File: src/rtl/qoa_pkg.sv
`timescale 1ns / 1ps
// ----------------------------------------------------------------------------
// qoa_pkg
// shared types for the quaternion orientation accumulator
// ----------------------------------------------------------------------------
package qoa_pkg;

    localparam int FieldW = 32;

    typedef struct packed {
        logic              load;
        logic [FieldW-1:0] in_x;
        logic [FieldW-1:0] in_y;
        logic [FieldW-1:0] in_z;
        logic [FieldW-1:0] in_w;
    } t_in;

    typedef struct packed {
        logic [FieldW-1:0] out_x;
        logic [FieldW-1:0] out_y;
        logic [FieldW-1:0] out_z;
        logic [FieldW-1:0] out_w;
        logic              saturated;
    } t_out;

    typedef struct packed {
        logic capture;
        logic do_load;
        logic mul_step;
        logic sq_step;
        logic sqrt_init;
        logic sqrt_step;
        logic div_init;
        logic div_step;
        logic commit;
    } t_cmd;

    typedef struct packed {
        logic mul_last;
        logic sq_last;
        logic sqrt_last;
        logic div_all_last;
    } t_sts;

endpackage

File: src/rtl/qoa_ctrl.sv
`timescale 1ns / 1ps
// ----------------------------------------------------------------------------
// qoa_ctrl
// sequencer for product, sum of squares, square root and division
// ----------------------------------------------------------------------------
module qoa_ctrl (
    input  logic          i_clk,
    input  logic          i_rst_n,
    input  logic          i_in_valid,
    input  logic          i_load,
    input  logic          i_out_free,
    input  qoa_pkg::t_sts i_sts,
    output logic          o_in_ready,
    output qoa_pkg::t_cmd o_cmd
);

    typedef enum logic [2:0] {
        S_IDLE, S_MUL, S_SQ, S_SQRT, S_DIV, S_DONE
    } t_state;

    t_state r_state, n_state;

    always_comb begin
        n_state = r_state;
        o_cmd = '0;
        o_in_ready = 1'b0;
        case (r_state)
            S_IDLE: begin
                o_in_ready = 1'b1;
                if (i_in_valid) begin
                    o_cmd.capture = 1'b1;
                    o_cmd.do_load = i_load;
                    n_state = i_load ? S_DONE : S_MUL;
                end
            end
            S_MUL: begin
                o_cmd.mul_step = 1'b1;
                if (i_sts.mul_last) n_state = S_SQ;
            end
            S_SQ: begin
                o_cmd.sq_step = 1'b1;
                if (i_sts.sq_last) begin
                    o_cmd.sqrt_init = 1'b1;
                    n_state = S_SQRT;
                end
            end
            S_SQRT: begin
                o_cmd.sqrt_step = 1'b1;
                if (i_sts.sqrt_last) begin
                    o_cmd.div_init = 1'b1;
                    n_state = S_DIV;
                end
            end
            S_DIV: begin
                o_cmd.div_step = 1'b1;
                if (i_sts.div_all_last) n_state = S_DONE;
            end
            S_DONE: begin
                if (i_out_free) begin
                    o_cmd.commit = 1'b1;
                    n_state = S_IDLE;
                end
            end
            default: n_state = S_IDLE;
        endcase
    end

    always_ff @(posedge i_clk) begin
        if (!i_rst_n) begin
            r_state <= S_IDLE;
        end else begin
            r_state <= n_state;
        end
    end

endmodule

File: config.mk
export PLATFORM = sky130hd
export DESIGN_NAME = qoa_ctrl
export DESIGN_NICKNAME = d
export VERILOG_FILES = /design/src/rtl/qoa_pkg.sv /design/src/rtl/qoa_ctrl.sv
export SDC_FILE = /design/constraint.sdc
export NUM_CORES = 1
export LEC_CHECK = 0
export BUFFER_PORTS_ARGS = -buffer_cell sky130_fd_sc_hd__buf_2
export CAP_MARGIN = 20
export CORE_AREA = 3 3 40 42
export CTS_CLUSTER_SIZE = 14
export DETAILED_ROUTE_END_ITERATION = 10
export DIE_AREA = 0 0 43 45
export MAX_ROUTING_LAYER = met4
export SLEW_MARGIN = 10
export SYNTH_ARGS = -nofsm -noshare
export SYNTH_HDL_FRONTEND = slang
export SYNTH_SLANG_ARGS = --single-unit
File: constraint.sdc
create_clock -name i_clk -period 1.6 [get_ports i_clk]
set_clock_uncertainty 0.15 [all_clocks]
set_input_delay 0 -clock i_clk [delete_from_list [all_inputs] [get_ports i_clk]]
set_output_delay 0 -clock i_clk [all_outputs]
set_load 0.05 [all_outputs]
-- Word-level counts from Yosys, hierarchy flattened
Index checks and enable logic that the tools add are counted.
- bits in registers: 3
- input port bits: 9
- output and inout port bits: 10
- word-level logic and storage cells: 33
- eq/ne operators: 11
- muxes and demuxes: 19
- reductions and logical operators: 2
- operator list (operator ; number):
    3-bit two-way mux ; 7
    3-bit case mux with 6 select lines ; 1
    2-bit inequality test (second input constant) ; 6
    2-bit two-way mux ; 4
    1-bit two-way mux ; 7
    3-bit by 2-bit equality test with 1-bit output (second input constant) ; 2
    3-bit equality test (second input constant) ; 2
    6-bit AND reduction ; 1
    3-bit by 1-bit equality test with 1-bit output (second input constant) ; 1
    3-bit logical NOT ; 1

-- Longest topological paths before layout
- word-level depth: 3
- gate-level depth with buffers: 5
- gate-level depth less buffers: 4

-- Least setup slack after synthesis
OpenSTA, ideal clock, no wires.
- kind: flip-flop to output port
- from: reg r_state[1]
- to: out o_cmd[7] (netlist bit)
- data arrival time: 2262 ps
- data required time: 1450 ps
- setup slack: -812 ps
- stages on the path, launching flop included: 4
- path buffers: 1
- path through: dfxtp_1 -> buf_2 -> nor3_1 -> and3_1
- RTL lines (element ; line ; RTL):
    start, declared ; qoa_ctrl.sv:21 ; t_state r_state, n_state;
    start signal, assigned ; qoa_ctrl.sv:72 ; r_state <= n_state;
    end, declared ; qoa_ctrl.sv:14 ; output qoa_pkg::t_cmd o_cmd

==> results.yml <==
status:
  run_status: "finished, final reports clean"
synthesis:
  synth_seq_area_share_pct: 19.5
  asr_flop_ratio_synth_pct: 0
  number_of_flip_flops_and_latches_in_the_synthesized_netlist: 3
  synth.area.mux_share_pct: 9.76
  yosysMostFrequentCell: "sky130_fd_sc_hd__nand2_1"
  syn-cell-area_um2: 308
  synth_cell_types: 22
  synth_edf_count: 0
  post_synth.cell_area_avg_um2: 7.89
  post_synth_fa_ha_maj_area_fraction_pct: 0
  yosys.area_share.xor_xnor_pct: 0
  largest_family_of_logic_cells_by_synthesized_area: "simple AND/OR/NAND/NOR gates"
  yosys-top-cells-count: "sky130_fd_sc_hd__nand2_1, sky130_fd_sc_hd__inv_1"
  syn_nets: 48
  netlist.top_cell.by_area: "sky130_fd_sc_hd__dfxtp_1"
  post_synth_and_or_nand_nor_area_fraction_pct: 33.7
  synth-compound-area-share_pct: 24.4
  yosys_warnings: 0
  post_synth_main_area_contributors: "sky130_fd_sc_hd__dfxtp_1, sky130_fd_sc_hd__mux2i_1, sky130_fd_sc_hd__and3_1"
  synth.top_cell.area_share_pct: 19.5
  synth_cells: 39
  flip_flop_cell_with_the_highest_count_after_synthesis: "sky130_fd_sc_hd__dfxtp_1"
timing:
  achievable-frequency_mhz: 672
  worst-slew-pin-transition_ns: 0.257
  setup_viol: 0
  worst_case_headroom_to_the_max_slew_limit_pct: 82.9
  final.period_utilization_pct: 93.1
  final.setup.worst_slack_ns: 0.111
  post-route-min-period_ns: 1.49
  worst_case_hold_slack_ns: 0.0166
  rsz0062_at_grt: "false"
  finalMaxSlewViolations: 0
  timing.final.hold_violations: 0
cts:
  cts.repair_timing.setup_buffer_count: 0
  cts_tree: "yes"
  cts.path.max_buffers: 2
  cts.reportedPaths.clkPinSlew_ns: 0.04
  clock_insertion_delay_worst_skew_ns: 0.23
  cts-htree-levels: 1
  tritoncts.num_buffers: 3
  clock-sinks: 3
  clk_root_buffer_cell: "sky130_fd_sc_hd__clkbuf_4"
detailed_routing:
  detailroute.via_count: 351
  route.final.wire_length_um: 826
  vias_per_cell: 4.62
  detail_route.drc_violations: 0
  detail_route.wl_per_cell_um: 10.9
  drt_iter0_markers: 2
  drt.antenna.violating_nets: 0
  first_pass_iters: 2
setup_path:
  criticalPathCategory: "register to output port"
  cp.required_ns: 1.45
  rrSetupSlack_ns: 0.19
  rr_startpoint: "r_state[1]"
  crit_path_end_kind: "output port"
  worstRegToRegCells: 4
  worstPathArrival_ns: 1.34
  cp_max_fo: 7
  critical_path_startpoint: "r_state[1]"
  reg2reg_to: "r_state[2]"
  critical_path.startpoint_type: "register"
cells_and_area:
  reg_top3: "r_state (3)"
  largest_reg_flops: 3
  post_route_cells_drive_above_1_share_pct: 57.4
  layout-area-overhead-vs-synth_pct: 58.1
  net_total_in_the_final_layout: 71
  antenna-diode-count: 0
  largest-register: "r_state"
  design_area_um2: 487
  layout.core_utilization_pct: 37.9
min_path:
  holdCritStartpoint: "i_sts[2]"
  hold_path_class: "input pin to register"
  hold_end: "r_state[2]"
  hold_depth: 3
floorplan:
  fp.coreArea_mm2: 0.00128
  floorplan.initialDensity_pct: 24.0
  pin_count: 19
  dieHeight_um: 45
  fp.dieArea_mm2: 0.00194
  num_rows: 13
  die_w_um: 43
grt:
  grt_remaining_overflow: 0
  antenna_found_initial: 0
  vias_in_the_first_global_route: 337
  pin_count_of_the_biggest_net_entering_global_routing: 13
  gr-usage-all-layers_pct: 9.95
  grt_pass1_wl_um: 1390
power_and_ir_drop:
  report.power.total_mw: 1.20
  leakagePower_nw: 0.245
  pwr_density_cell_mw_per_mm2: 2460
  vdd_ir_drop_max_uv: 1060
placement:
  gpl.final_weighted_congestion: 0.699
  preCtsSetupSlack_ns: 0.0866
  placedInstanceArea_um2: 440
  buffer_ports.inserted: 18
  place_hpwl_um: 670
run:
  maxCapViolCount: 0
## what timing repair did
action | in CTS | in global routing
hold buffers | 1 | 0
setup endpoints to repair | 2 | 5
endpoints found under the hold margin | 3 | 0
resized for setup | 1 | 4
## power breakdown
part,total [mW],internal [mW],switching (mW)
Combinational,0.831,0.298,0.533
Clock,0.132,0.0934,0.0389
Sequential,0.234,0.126,0.108
Total,1.20,0.517,0.680
## how the worst max path moves through the flow
| stage | end | cells past startpoint |
|---|---|---|
| floorplan | r_state[1] | 4 |
| global placement | r_state[2] | 4 |
| detailed placement | r_state[2] | 4 |
| CTS | o_cmd[7] | 4 |
| global route | o_cmd[7] | 4 |
| finish | o_cmd[7] | 4 |
## layout by cell type, fill, tap and decap left out
master	n
sky130_fd_sc_hd__o22ai_1	1
sky130_fd_sc_hd__nand3b_1	1
sky130_fd_sc_hd__dfxtp_4	1
sky130_fd_sc_hd__nor3_4	1
sky130_fd_sc_hd__nor3_2	1
sky130_fd_sc_hd__inv_1	4
sky130_fd_sc_hd__clkbuf_4	5
sky130_fd_sc_hd__a21boi_1	1
sky130_fd_sc_hd__o221a_1	1
sky130_fd_sc_hd__mux2i_1	3
sky130_fd_sc_hd__buf_2	16
sky130_fd_sc_hd__dfxtp_2	2
sky130_fd_sc_hd__clkbuf_1	1
sky130_fd_sc_hd__a31oi_1	1
sky130_fd_sc_hd__a21boi_0	1
sky130_fd_sc_hd__o21ai_0	1
sky130_fd_sc_hd__and3_2	1
sky130_fd_sc_hd__nand2_1	5
sky130_fd_sc_hd__o221ai_2	1
sky130_fd_sc_hd__a32oi_2	1
sky130_fd_sc_hd__and3_1	2
sky130_fd_sc_hd__nor2_1	1
sky130_fd_sc_hd__nor3b_2	1
sky130_fd_sc_hd__dlygate4sd3_1	1
sky130_fd_sc_hd__buf_4	2
sky130_fd_sc_hd__nor3_1	1
sky130_fd_sc_hd__nor3b_4	1
sky130_fd_sc_hd__nor3b_1	1
sky130_fd_sc_hd__and2_2	2
## area by class of cell
class / instances / area, µm²
flip-flops and latches: 3 / 66.3
well taps: 15 / 18.8
inverters: 4 / 15.0
fillers: 145 / 798
clock buffers: 4 / 26.3
repair buffers: 21 / 120
multi-input cells: 29 / 240
## worst max-delay path, stage by stage (launching register included)
cell and delay (ns):
sky130_fd_sc_hd__dfxtp_2 0.36, sky130_fd_sc_hd__buf_4 0.18, sky130_fd_sc_hd__nor3_4 0.17, sky130_fd_sc_hd__and3_1 0.17, sky130_fd_sc_hd__clkbuf_4 0.22
## layer usage
metal	track usage, %	share of wire, %	up-vias
met5	-	0	-
li1	-	-	183
met1	11.3	47	157
met3	5.58	6.4	0
met4	1.81	0	0
met2	15.6	47	11
## kinds of logic after synthesis
family | Yosys count
AND/OR/NAND/NOR | 18
flip-flops | 3
buffers and inverters | 7
AO/OA/AOI/OAI | 8
multiplexers | 3
## per-stage QoR
step                      std cells  setup TNS, ns
after detailed placement         71              0
after global routing             76              0
final                            76              0
after global placement           71              0
after floorplan                  39         -0.362
after CTS                        76              0
Note: power is estimated with default switching activity, not from simulation.
